===== config.mk =====
export PLATFORM = sky130hd
export DESIGN_NAME = pi_speed_controller_antiwindup
export DESIGN_NICKNAME = d
export VERILOG_FILES = /design/src/hw/rtl/pscaw_pkg.sv /design/src/hw/rtl/pscaw_cfg_regs.sv /design/src/hw/rtl/pscaw_integ_bank.sv /design/src/hw/rtl/pscaw_pi_datapath.sv /design/src/hw/rtl/pi_speed_controller_antiwindup.sv
export SDC_FILE = /design/constraint.sdc
export NUM_CORES = 2
export LEC_CHECK = 0
export ABC_CLOCK_PERIOD_IN_PS = 19100
export BUFFER_PORTS_ARGS = -buffer_cell sky130_fd_sc_hd__buf_2
export CORE_UTILIZATION = 35
export CTS_CLUSTER_DIAMETER = 150
export CTS_CLUSTER_SIZE = 10
export DETAILED_ROUTE_END_ITERATION = 8
export RECOVER_POWER = 100
export SLEW_MARGIN = 20
export SYNTH_ARGS = -nofsm -noshare
export SYNTH_HDL_FRONTEND = slang
export SYNTH_SLANG_ARGS = --single-unit

===== constraint.sdc =====
create_clock -name i_clk -period 19.1 [get_ports i_clk]
set_clock_uncertainty 0.1 [all_clocks]
set_input_delay 3.82 -clock i_clk [delete_from_list [all_inputs] [get_ports i_clk]]
set_output_delay 3.82 -clock i_clk [all_outputs]
set_load 0.01 [all_outputs]

===== src/hw/rtl/pscaw_pkg.sv =====
// Shared types and constants of the PI speed controller with anti-windup.
// Holds field widths, register codes, reset values and the structs that
// travel between the controller's modules. Depends on nothing.
package pscaw_pkg;

    localparam int unsigned SPEED_W    = 24;                  // Q16.8 RPM, unsigned
    localparam int unsigned ERR_W      = SPEED_W + 1;         // signed speed error
    localparam int unsigned INTEG_W    = 40;                  // signed integrator
    localparam int unsigned GAIN_W     = 16;                  // unsigned Q8.8 gains
    localparam int unsigned DUTY_W     = 15;                  // PWM ticks
    localparam int unsigned FRAC_BITS  = 16;                  // drive fraction bits
    localparam int unsigned P_TERM_W   = GAIN_W + ERR_W;      // gain * error
    localparam int unsigned I_TERM_W   = GAIN_W + INTEG_W;    // gain * integrator
    localparam int unsigned DRIVE_W    = I_TERM_W + 1;        // sum of both terms
    localparam int unsigned CFG_IDX_W  = 2;
    localparam int unsigned CFG_DATA_W = 16;

    typedef enum logic [CFG_IDX_W-1:0] {
        CFG_PROP_GAIN  = 2'd0,
        CFG_INTEG_GAIN = 2'd1,
        CFG_DUTY_MIN   = 2'd2,
        CFG_DUTY_MAX   = 2'd3
    } t_cfg_idx;

    localparam logic [GAIN_W-1:0] PROP_GAIN_RST  = 16'd16640;  // 65.0
    localparam logic [GAIN_W-1:0] INTEG_GAIN_RST = 16'd512;    // 2.0
    localparam logic [DUTY_W-1:0] DUTY_MIN_RST   = 15'd0;
    localparam logic [DUTY_W-1:0] DUTY_MAX_RST   = 15'd32767;

    localparam logic signed [INTEG_W-1:0] INTEG_MAX = {1'b0, {(INTEG_W-1){1'b1}}};
    localparam logic signed [INTEG_W-1:0] INTEG_MIN = {1'b1, {(INTEG_W-1){1'b0}}};

    typedef struct packed {
        logic [GAIN_W-1:0] prop_gain;
        logic [GAIN_W-1:0] integ_gain;
        logic [DUTY_W-1:0] duty_min;
        logic [DUTY_W-1:0] duty_max;
    } t_cfg;

    typedef struct packed {
        logic [DUTY_W-1:0]         duty;
        logic                      clamped;
        logic                      held;
        logic signed [INTEG_W-1:0] acc_next;
    } t_pi_result;

    typedef struct packed {
        logic                      en;
        logic                      ch;
        logic signed [INTEG_W-1:0] acc;
    } t_integ_wr;

endpackage


===== src/hw/rtl/pscaw_cfg_regs.sv =====
// Configuration register file of the PI speed controller: gains and limits.
// Depends on pscaw_pkg for register codes, widths and reset values.
module pscaw_cfg_regs (
    input  logic                                i_clk,
    input  logic                                i_rst_n,
    input  logic                                i_wr_en,
    input  logic [pscaw_pkg::CFG_IDX_W-1:0]     i_wr_index,
    input  logic [pscaw_pkg::CFG_DATA_W-1:0]    i_wr_data,
    output pscaw_pkg::t_cfg                     o_cfg
);

    pscaw_pkg::t_cfg r_cfg;

    always_ff @(posedge i_clk) begin
        if (!i_rst_n) begin
            r_cfg.prop_gain  <= pscaw_pkg::PROP_GAIN_RST;
            r_cfg.integ_gain <= pscaw_pkg::INTEG_GAIN_RST;
            r_cfg.duty_min   <= pscaw_pkg::DUTY_MIN_RST;
            r_cfg.duty_max   <= pscaw_pkg::DUTY_MAX_RST;
        end else if (i_wr_en) begin
            case (pscaw_pkg::t_cfg_idx'(i_wr_index))
                pscaw_pkg::CFG_PROP_GAIN: begin
                    r_cfg.prop_gain <= i_wr_data[pscaw_pkg::GAIN_W-1:0];
                end
                pscaw_pkg::CFG_INTEG_GAIN: begin
                    r_cfg.integ_gain <= i_wr_data[pscaw_pkg::GAIN_W-1:0];
                end
                pscaw_pkg::CFG_DUTY_MIN: begin
                    r_cfg.duty_min <= i_wr_data[pscaw_pkg::DUTY_W-1:0];
                end
                pscaw_pkg::CFG_DUTY_MAX: begin
                    r_cfg.duty_max <= i_wr_data[pscaw_pkg::DUTY_W-1:0];
                end
                default: begin
                    r_cfg <= r_cfg;
                end
            endcase
        end
    end

    assign o_cfg = r_cfg;

endmodule


===== src/hw/rtl/pscaw_integ_bank.sv =====
// Per-channel error integrators of the PI speed controller, cleared by reset.
// One read port and one write port; depends on pscaw_pkg for widths and types.
module pscaw_integ_bank #(
    parameter int NUM_CHANNELS = 2
) (
    input  logic                                    i_clk,
    input  logic                                    i_rst_n,
    input  logic                                    i_rd_ch,
    output logic                                    o_rd_in_range,
    output logic signed [pscaw_pkg::INTEG_W-1:0]    o_rd_acc,
    input  pscaw_pkg::t_integ_wr                    i_wr
);

    localparam int CH_W = (NUM_CHANNELS > 1) ? $clog2(NUM_CHANNELS) : 1;

    logic signed [pscaw_pkg::INTEG_W-1:0] r_acc [NUM_CHANNELS];
    logic [CH_W-1:0] rd_idx;
    logic [CH_W-1:0] wr_idx;

    assign rd_idx        = CH_W'(i_rd_ch);
    assign wr_idx        = CH_W'(i_wr.ch);
    assign o_rd_in_range = (int'(rd_idx) < NUM_CHANNELS);
    assign o_rd_acc      = o_rd_in_range ? r_acc[rd_idx] : '0;

    for (genvar g = 0; g < NUM_CHANNELS; g++) begin : g_ch
        always_ff @(posedge i_clk) begin
            if (!i_rst_n) begin
                r_acc[g] <= '0;
            end else if (i_wr.en && (wr_idx == CH_W'(g))) begin
                r_acc[g] <= i_wr.acc;
            end
        end
    end

endmodule


===== src/hw/rtl/pscaw_pi_datapath.sv =====
// Single-pass PI arithmetic: error, saturating integration, drive, clamp
// and the anti-windup decision. Purely combinational; depends on pscaw_pkg.
module pscaw_pi_datapath (
    input  pscaw_pkg::t_cfg                         i_cfg,
    input  logic [pscaw_pkg::SPEED_W-1:0]           i_target_speed,
    input  logic [pscaw_pkg::SPEED_W-1:0]           i_measured_speed,
    input  logic signed [pscaw_pkg::INTEG_W-1:0]    i_acc_old,
    output pscaw_pkg::t_pi_result                   o_res
);

    localparam int unsigned HI_PAD = pscaw_pkg::DRIVE_W - pscaw_pkg::DUTY_W
                                     - pscaw_pkg::FRAC_BITS;

    logic signed [pscaw_pkg::ERR_W-1:0]     err;
    logic signed [pscaw_pkg::INTEG_W:0]     acc_sum;
    logic signed [pscaw_pkg::INTEG_W-1:0]   acc_sat;
    logic signed [pscaw_pkg::P_TERM_W-1:0]  p_term;
    logic signed [pscaw_pkg::I_TERM_W-1:0]  i_term;
    logic signed [pscaw_pkg::DRIVE_W-1:0]   drive;
    logic signed [pscaw_pkg::DRIVE_W-1:0]   hi_lim;
    logic signed [pscaw_pkg::DRIVE_W-1:0]   lo_lim;
    logic                                   above;
    logic                                   below;
    logic                                   err_pos;
    logic                                   err_neg;

    assign err = $signed({1'b0, i_target_speed}) - $signed({1'b0, i_measured_speed});

    // Saturate the integrator at its signed 40-bit limits.
    assign acc_sum = (pscaw_pkg::INTEG_W+1)'(i_acc_old) + (pscaw_pkg::INTEG_W+1)'(err);
    always_comb begin
        if (acc_sum[pscaw_pkg::INTEG_W] != acc_sum[pscaw_pkg::INTEG_W-1]) begin
            acc_sat = acc_sum[pscaw_pkg::INTEG_W] ? pscaw_pkg::INTEG_MIN
                                                  : pscaw_pkg::INTEG_MAX;
        end else begin
            acc_sat = acc_sum[pscaw_pkg::INTEG_W-1:0];
        end
    end

    assign p_term = pscaw_pkg::P_TERM_W'($signed({1'b0, i_cfg.prop_gain}))
                  * pscaw_pkg::P_TERM_W'(err);
    assign i_term = pscaw_pkg::I_TERM_W'($signed({1'b0, i_cfg.integ_gain}))
                  * pscaw_pkg::I_TERM_W'(acc_sat);
    assign drive  = pscaw_pkg::DRIVE_W'(p_term) + pscaw_pkg::DRIVE_W'(i_term);

    assign hi_lim = $signed({{HI_PAD{1'b0}}, i_cfg.duty_max, {pscaw_pkg::FRAC_BITS{1'b0}}});
    assign lo_lim = $signed({{HI_PAD{1'b0}}, i_cfg.duty_min, {pscaw_pkg::FRAC_BITS{1'b0}}});

    assign above   = (drive > hi_lim);
    assign below   = (drive < lo_lim);
    assign err_neg = err[pscaw_pkg::ERR_W-1];
    assign err_pos = !err_neg && (err != '0);

    // High limit wins when the limits cross; anti-windup follows the same order.
    always_comb begin
        o_res.clamped = 1'b0;
        o_res.held    = 1'b0;
        if (above) begin
            o_res.duty    = i_cfg.duty_max;
            o_res.clamped = 1'b1;
            o_res.held    = err_pos;
        end else if (below) begin
            o_res.duty    = i_cfg.duty_min;
            o_res.clamped = 1'b1;
            o_res.held    = err_neg;
        end else begin
            o_res.duty = drive[pscaw_pkg::FRAC_BITS +: pscaw_pkg::DUTY_W];
        end
        o_res.acc_next = o_res.held ? i_acc_old : acc_sat;
    end

endmodule


===== src/hw/rtl/pi_speed_controller_antiwindup.sv =====
// Top level of the two-channel PI speed controller with anti-windup.
// Instantiates pscaw_cfg_regs, pscaw_integ_bank and pscaw_pi_datapath; uses pscaw_pkg.

// Each input word names a motor channel and carries target and measured speed
// (unsigned Q16.8 RPM). The block forms the signed error, adds it to that
// channel's 40-bit saturating integrator, computes prop_gain*error plus
// integ_gain_per_step*integrator (Q8.8 gains, 16 fraction bits in the drive),
// clamps to [duty_min, duty_max] or truncates to whole PWM ticks, and drops
// the integration step when the drive is pinned at a limit in the direction
// of the error. The design is a two-register pipeline: an input register,
// then one pass of arithmetic (one subtract, two adds, two multipliers, two
// compares) into the result register, with the integrator written back in
// that same cycle. Throughput is one word per clock when i_out_stall is low,
// including back-to-back words on the same channel; an accepted word goes
// through the input register, then the result register, and is taken there.
// The input register keeps accepting while a finished result is stalled, so
// o_in_stall rises only when both registers are full and i_out_stall is high.
// Words for a channel at or above NUM_CHANNELS leave no result and no state.
// Configuration writes are always taken (o_cfg_ready stays high) and
// are expected only while the pipeline is empty. Reset clears all integrators.
module pi_speed_controller_antiwindup #(
    parameter int NUM_CHANNELS = 2
) (
    input  logic                                i_clk,
    input  logic                                i_rst_n,
    // input word channel
    input  logic                                i_in_valid,
    output logic                                o_in_stall,
    input  logic                                i_channel,
    input  logic [pscaw_pkg::SPEED_W-1:0]       i_target_speed,
    input  logic [pscaw_pkg::SPEED_W-1:0]       i_measured_speed,
    // result word channel
    output logic                                o_out_valid,
    input  logic                                i_out_stall,
    output logic                                o_channel_out,
    output logic [pscaw_pkg::DUTY_W-1:0]        o_duty_ticks,
    output logic                                o_clamped,
    output logic                                o_integration_held,
    // configuration write channel
    input  logic                                i_cfg_valid,
    output logic                                o_cfg_ready,
    input  logic [pscaw_pkg::CFG_IDX_W-1:0]     i_cfg_index,
    input  logic [pscaw_pkg::CFG_DATA_W-1:0]    i_cfg_data
);

    pscaw_pkg::t_cfg        cfg;
    pscaw_pkg::t_pi_result  res;
    pscaw_pkg::t_integ_wr   integ_wr;

    // Input register
    logic                               r_s1_valid;
    logic                               r_s1_channel;
    logic [pscaw_pkg::SPEED_W-1:0]      r_s1_target;
    logic [pscaw_pkg::SPEED_W-1:0]      r_s1_measured;

    // Result register
    logic                               r_out_valid;
    logic                               r_out_channel;
    logic [pscaw_pkg::DUTY_W-1:0]       r_out_duty;
    logic                               r_out_clamped;
    logic                               r_out_held;

    logic                                   in_range;
    logic signed [pscaw_pkg::INTEG_W-1:0]   acc_old;
    logic                                   out_free;
    logic                                   s1_advance;
    logic                                   s1_emit;
    logic                                   in_accept;

    // Configuration is always ready: each write goes straight into its register.
    assign o_cfg_ready = 1'b1;

    pscaw_cfg_regs u_cfg (
        .i_clk      (i_clk),
        .i_rst_n    (i_rst_n),
        .i_wr_en    (i_cfg_valid),
        .i_wr_index (i_cfg_index),
        .i_wr_data  (i_cfg_data),
        .o_cfg      (cfg)
    );

    pscaw_integ_bank #(
        .NUM_CHANNELS (NUM_CHANNELS)
    ) u_integ (
        .i_clk         (i_clk),
        .i_rst_n       (i_rst_n),
        .i_rd_ch       (r_s1_channel),
        .o_rd_in_range (in_range),
        .o_rd_acc      (acc_old),
        .i_wr          (integ_wr)
    );

    pscaw_pi_datapath u_dp (
        .i_cfg            (cfg),
        .i_target_speed   (r_s1_target),
        .i_measured_speed (r_s1_measured),
        .i_acc_old        (acc_old),
        .o_res            (res)
    );

    // Handshake: the result register is free when empty or being taken.
    // An out-of-range word drops without needing the result register.
    assign out_free   = !r_out_valid || !i_out_stall;
    assign s1_advance = r_s1_valid && (!in_range || out_free);
    assign s1_emit    = s1_advance && in_range;
    assign o_in_stall = r_s1_valid && !s1_advance;
    assign in_accept  = i_in_valid && !o_in_stall;

    // Commit the integrator only when the word's result moves on.
    assign integ_wr.en  = s1_emit;
    assign integ_wr.ch  = r_s1_channel;
    assign integ_wr.acc = res.acc_next;

    // Input register: load on accept, otherwise empty once the word advances.
    always_ff @(posedge i_clk) begin
        if (!i_rst_n) begin
            r_s1_valid <= 1'b0;
        end else if (in_accept) begin
            r_s1_valid <= 1'b1;
        end else if (s1_advance) begin
            r_s1_valid <= 1'b0;
        end
    end

    always_ff @(posedge i_clk) begin
        if (in_accept) begin
            r_s1_channel  <= i_channel;
            r_s1_target   <= i_target_speed;
            r_s1_measured <= i_measured_speed;
        end
    end

    // Result register: load a new result, or drop the taken one.
    always_ff @(posedge i_clk) begin
        if (!i_rst_n) begin
            r_out_valid <= 1'b0;
        end else if (s1_emit) begin
            r_out_valid <= 1'b1;
        end else if (!i_out_stall) begin
            r_out_valid <= 1'b0;
        end
    end

    always_ff @(posedge i_clk) begin
        if (s1_emit) begin
            r_out_channel <= r_s1_channel;
            r_out_duty    <= res.duty;
            r_out_clamped <= res.clamped;
            r_out_held    <= res.held;
        end
    end

    assign o_out_valid        = r_out_valid;
    assign o_channel_out      = r_out_channel;
    assign o_duty_ticks       = r_out_duty;
    assign o_clamped          = r_out_clamped;
    assign o_integration_held = r_out_held;

endmodule


-- Word-level counts from Yosys, hierarchy flattened
Memory sizes are Yosys's and may differ from the RTL's. A register that Yosys moved wholly into a read port is not among the register bits.
Index checks and enable logic that the tools add are counted.
- flip-flop bits (word level): 131
- logic and storage cells: 68
- memories kept: 1
- memory bits (writable): 80
- memories (name ; depth ; bits a word ; read ports ; clocked after Yosys merged registers in ; write ports ; RTL line ; text):
    u_integ.r_acc ; 2 ; 40 ; 1 ; 1 ; 2 ; pscaw_integ_bank.sv:16 ; logic signed [pscaw_pkg::INTEG_W-1:0] r_acc [NUM_CHANNELS];
- bitwise logic cells: 3
- reduce and logical (&&, ||, !) cells: 19
- $lt $le $gt $ge: 2
- mux-type cells: 20
- $mul: 2
- add/subtract/negate cells: 3
- eq/ne operators: 5
- operators with widths (operator ; count):
    2-to-1 mux 40 bit ; 5
    adder 41 x 56 -> 57 bit ; 1
    > comparator 57 x 32 -> 1 bit ; 1
    < comparator 57 x 32 -> 1 bit ; 1
    multiplier 17 x 40 -> 56 bit ; 1
    adder 40 x 25 -> 41 bit ; 1
    multiplier 17 x 25 -> 41 bit ; 1
    nonzero test 25 bit ; 1
    subtractor 24 x 24 -> 25 bit ; 1
    2-to-1 mux 17 bit ; 1
    2-to-1 mux 15 bit ; 1
    2-to-1 mux 1 bit ; 12
    AND reduction 2 bit ; 4
    logical AND 1 bit ; 6
    zero test 1 bit ; 5
    equality test 2 bit, second input constant ; 2
    equality test 2 x 1 -> 1 bit, second input constant ; 1
    zero test 2 bit ; 1
    2-to-1 mux 2 bit ; 1
    != test 2 x 1 -> 1 bit, second input constant ; 1
    OR 1 bit ; 2
    nonzero test 2 bit ; 1
    logical OR 1 bit ; 1
    != test 1 bit ; 1
    inverter 1 bit ; 1

-- Depth between registers and ports, before layout
- depth after elaboration: 11
- mapped depth: 79

-- Hierarchy
From an unflattened synthesis, not the netlist that was laid out.
- cell total of the unflattened synthesis: 5880
- area total of the unflattened synthesis: 52464.1 µm²
- by module, submodules not included (module ; seq. area each (µm²) ; cells each ; area an instance (µm²) ; times used):
    pscaw_pi_datapath ; 0.0 ; 5332 ; 44435.1 ; 1
    pscaw_integ_bank ; 2402.3 ; 224 ; 3517.1 ; 1
    pscaw_cfg_regs ; 1241.2 ; 246 ; 2403.6 ; 1
    pi_speed_controller_antiwindup ; 2052.0 ; 78 ; 2108.3 ; 1

-- Least setup slack after synthesis
No wires, ideal clock.
- path type: reg-to-reg
- start point: register r_s1_target[2] (netlist name)
- end point: memory u_integ.r_acc[0][0] (netlist name) (data pin)
- cell stages (with the launch flop): 72
- arrival: 16407 ps
- setup slack: 2334 ps
- path buffers: 10
- period minus slack after synthesis: 16766 ps
- setup time: 259 ps
- path through: edfxtp_1 ha_1 nor2b_1 o31a_1 o41ai_1 o31ai_1 a22oi_1 o21ai_1 a21o_1 a21o_1 a21o_1 a21oi_1 clkbuf_1 clkbuf_1 ha_1 a21oi_1 o21ai_0 a21o_1 [36 not listed] ha_1 clkbuf_1 nand2_1 o21ai_0 a21o_1 a221oi_1 o2111ai_1 nor4b_1 o211ai_1 nor4_1 or4b_1 nor3_2 a31o_1 buf_4 a22oi_2 buf_6 buf_6 mux2i_1
- RTL lines (item ; RTL line ; text):
    start: declaration ; pi_speed_controller_antiwindup.sv:53 ; logic [pscaw_pkg::SPEED_W-1:0] r_s1_target;
    start signal: assignment ; pi_speed_controller_antiwindup.sv:128 ; r_s1_target <= i_target_speed;
    end: declaration ; pscaw_integ_bank.sv:16 ;

==> run summary <==
The final critical delay including setup and external delays is between 15000 and 20000 ps. The finished layout cell area came out at about 57000 sq um. After detailed routing, the met2 layer carries approximately 74000 um of wire. In the synthesized netlist the dominant register cell turns out to be edfxtp_1. The met3 wire length is around 9000 um.

The portion of synthesized cell area occupied by the leading cell type is ~37%. The final worst-path setup slack is approximately 900 ps. By area the synthesized netlist is led by fa_1, inv_1, ha_1. The worst hold path terminates at u_cfg.o_cfg[36].

The checks that failed: max-capacitance violations, max-slew violations. The detailed-route wire length per cell is 19.2 um. The hold buffer count at cts is 0. In this run the number of H-tree levels came out at 1. The pin count of the biggest net entering global routing is 75. The post-synth design cell area came out at 52800 sq um. The tree is rooted in a clkbuf_16. The transition at the pin with the smallest max-transition slack is between 3000 and 4000 ps.

The path type of the worst min-delay path is register to register. The worst hold path begins at u_cfg.o_cfg[36]. The post-placement cell area is between 50000 and 60000 sq um.

The maximum clock frequency came out at between 0.05 and 0.06 GHz. The area growth from synthesis to final layout is 7.26%. The number of standard cells in the final layout excluding fillers is 8091. The area of the core is 150000 sq um. In the global route stage, overall resource usage came out at between 20% and 30%. The number of detailed-route iterations in the first pass came out at 6. The vertical die dimension came out at 390 um. The via count of the first global-routing pass is about 43000.

For the worst-skew pair, the clock arrives at the later sink with an insertion delay of 580 ps. The placement row count came out at 142. The worst endpoint data arrival time came out at approximately 19000 ps. Of the cells placed in the final design, the portion with a size suffix greater than 1 is 5.65%. Counting along the longest clock path gives a buffer depth of 3.

The tightest slew margin relative to the limit came out at -108%. The final critical-path share of the clock period is between 90% and 100%. After synthesis, the most frequently instantiated cells are inv_1, nand2_1, fa_1.

Signal routing reaches up to met5. In this run, synthesis inferred approximately 150 flip-flops with an integrated enable. The worst-case register-to-register setup slack came out at 880 ps.

STA classifies the critical path endpoint as a register. The highest fanout seen on the critical path is 19. The number of setup violations in the final report is 0. The mean cell area of the mapped netlist is roughly 8.7 sq um. The first global-routing pass estimated 247000 um of wire. Counting stages on the worst path, the most repeated cell is ha_1.

The total number of yosys warnings is 0. The most common cell in the synthesized netlist is inv_1. The flow ran to the end, but the final reports show violations. The area of the die is approximately 150000 sq um. The count of routing violations after the opening detailed-route iteration came out at a little under 3000. The total count of max-transition violations in the final report is 213.

Measured along the x axis, the die boundary spans slightly below 400 um. The remaining global-route overflow is 0. The stage delay of the slowest cell on the critical path is 580 ps. The clock transition at the registers of the reported paths is 70 ps. The CTS tree is done. The data required time at the worst endpoint came out at ~19000 ps.

The number of nets still failing antenna checks after routing is 0. The clock net in this run drives a total of roughly 210 sinks. The number of distinct library cells after synthesis came out at between 80 and 90. Counting flops and latches in the post-synthesis netlist gives between 200 and 250. The worst reg2reg path depth came out at 66. The TritonCTS buffer count is 25.

The max capacitance violation total is 6. After legalization and detailed placement, the total HPWL measured about 130000 um. The number of placed instances with taps included came out at roughly 8000. In the final design database the tool counted between 7000 and 8000 nets. The cell depth of the worst min-delay path came out at 2.

The share of async-settable or async-resettable flops after synthesis is 0%. The startpoint identified for the worst register-to-register timing path is r_s1_target[0]. The number of top-level design ports came out at 93. The sequential cell area fraction in the yosys report came out at about 11%. The gate count after technology mapping is between 6000 and 7000. The count of unresolved DRC violations after routing is 0. The overall routed net length came out at approximately 160000 um.

The count of endpoints failing hold in the final timing report was 0. Setup repair after global routing left no endpoint under its margin. The net count of the mapped netlist came out at between 7000 and 8000. The effective utilization at floorplan is between 30% and 40%. The routability congestion estimate came out at 0.962. The layout filler cell count came out at ~15000.

The pre-CTS setup slack is between 700 and 800 ps. The number of port buffers is 91. The initial antenna violation count came out at 12. The cell with the largest stage delay on the worst path is xor2_2.

In the routed layout, each cell is associated on average with a via count of ~5.1. The total number of vias came out at a little over 40000. The critical path startpoint category is a register. The routed length on met1 came out at approximately 66000 um. After routing, the total negative slack on setup checks comes to 0 ps.

The critical path is of the register to register type. In this run the critical register-to-register path is captured at u_integ.r_acc[1][21]. The largest total area in the synthesized netlist belongs to fa_1.
[worst max-delay path, delay by kind of cell, from the launching register on]
kind            cells  cell delay, ps
flops               1             330
xor+xnor            3             950
compound gates     26            6630
mux                 2             750
fa+ha+maj          13            5100
buf+inv             7            1180
simple gates       15            3000
[final cells by class]
cell class                 instances  area, sq um  area share (%)
sequential                       212         5720            10.1
antenna                            2         5.00         0.00883
tap                             2016         2520            4.45
timing repair buffer             224         1450            2.56
clock buffer                      44          697            1.23
multi-input combinational       4319        41500            73.2
clock inverter                     1         8.76          0.0155
inverter                        1273         4780            8.43
[metal layers]
metal / up-vias / global-route usage, %
li1: 18800 / -
met1: 21000 / 27.6
met2: 1148 / 35.1
met3: 244 / 1.98
met4: 10 / 7.22
met5: - / 0
[how the worst max path moves through the flow]
stage               slack [ps]                    to             start
global route                20   u_integ.r_acc[1][8]    r_s1_target[0]
CTS                        690  u_integ.r_acc[1][34]  r_s1_measured[0]
floorplan                 2330   u_integ.r_acc[0][0]    r_s1_target[2]
detailed placement         760  u_integ.r_acc[1][34]    r_s1_target[0]
global placement           960  u_integ.r_acc[0][24]    r_s1_target[0]
finish                     880  u_integ.r_acc[1][21]    r_s1_target[0]
[sequential cells by signal (all words and copies together), names as in the netlist, 15 cells and up, named ones only]
signal and flops:
u_integ.r_acc 80, r_s1_measured 24, o_duty_ticks 15, u_cfg.o_cfg 62, r_s1_target 24
[repair_timing]
item / CTS / global route
hold endpoints to repair: 0 / 0
buffers inserted: 0 / 1
endpoints found under the setup margin: 0 / 97
resized for setup: 0 / 15
[metrics by stage]
stage	hold WS, ps	utilization (%)
finish	369	37.8
global route	389	37.8
global placement	356	37.3
detailed placement	360	37.3
floorplan	357	-
CTS	369	37.8
[cell usage in the layout (no fill, tap or decap), drive strengths merged, types with 40 or more instances in the layout]
| cell type | netlist | routed |
|---|---|---|
| inv | 1273 | 1273 |
| nand2 | 1092 | 1092 |
| fa | 985 | 985 |
| ha | 380 | 380 |
| and2 | 372 | 372 |
| a21oi | 211 | 211 |
| buf | 24 | 196 |
| edfxtp | 147 | 147 |
| a21o | 130 | 130 |
| nor2 | 127 | 127 |
| xnor2 | 124 | 124 |
| o21ai | 119 | 119 |
| mux2i | 81 | 81 |
| clkbuf | 245 | 72 |
| dfxtp | 65 | 65 |
| xor2 | 55 | 55 |
| nor2b | 52 | 52 |
| a21boi | 50 | 50 |
| nand4 | 42 | 42 |
| mux2 | 41 | 41 |
| nand3 | 40 | 40 |
[cell families after synthesis]
family	synth area share, %
xor+xnor	2.97
buf+inv	11.1
simple gates	16.2
compound gates	10.2
flops	10.8
fa+ha+maj	46.3
other cells	0.00710
mux	2.41
Power is left out: the tool's default activity adds up to more than one toggle a clock period on the data nets, which glitch-free logic cannot reach.
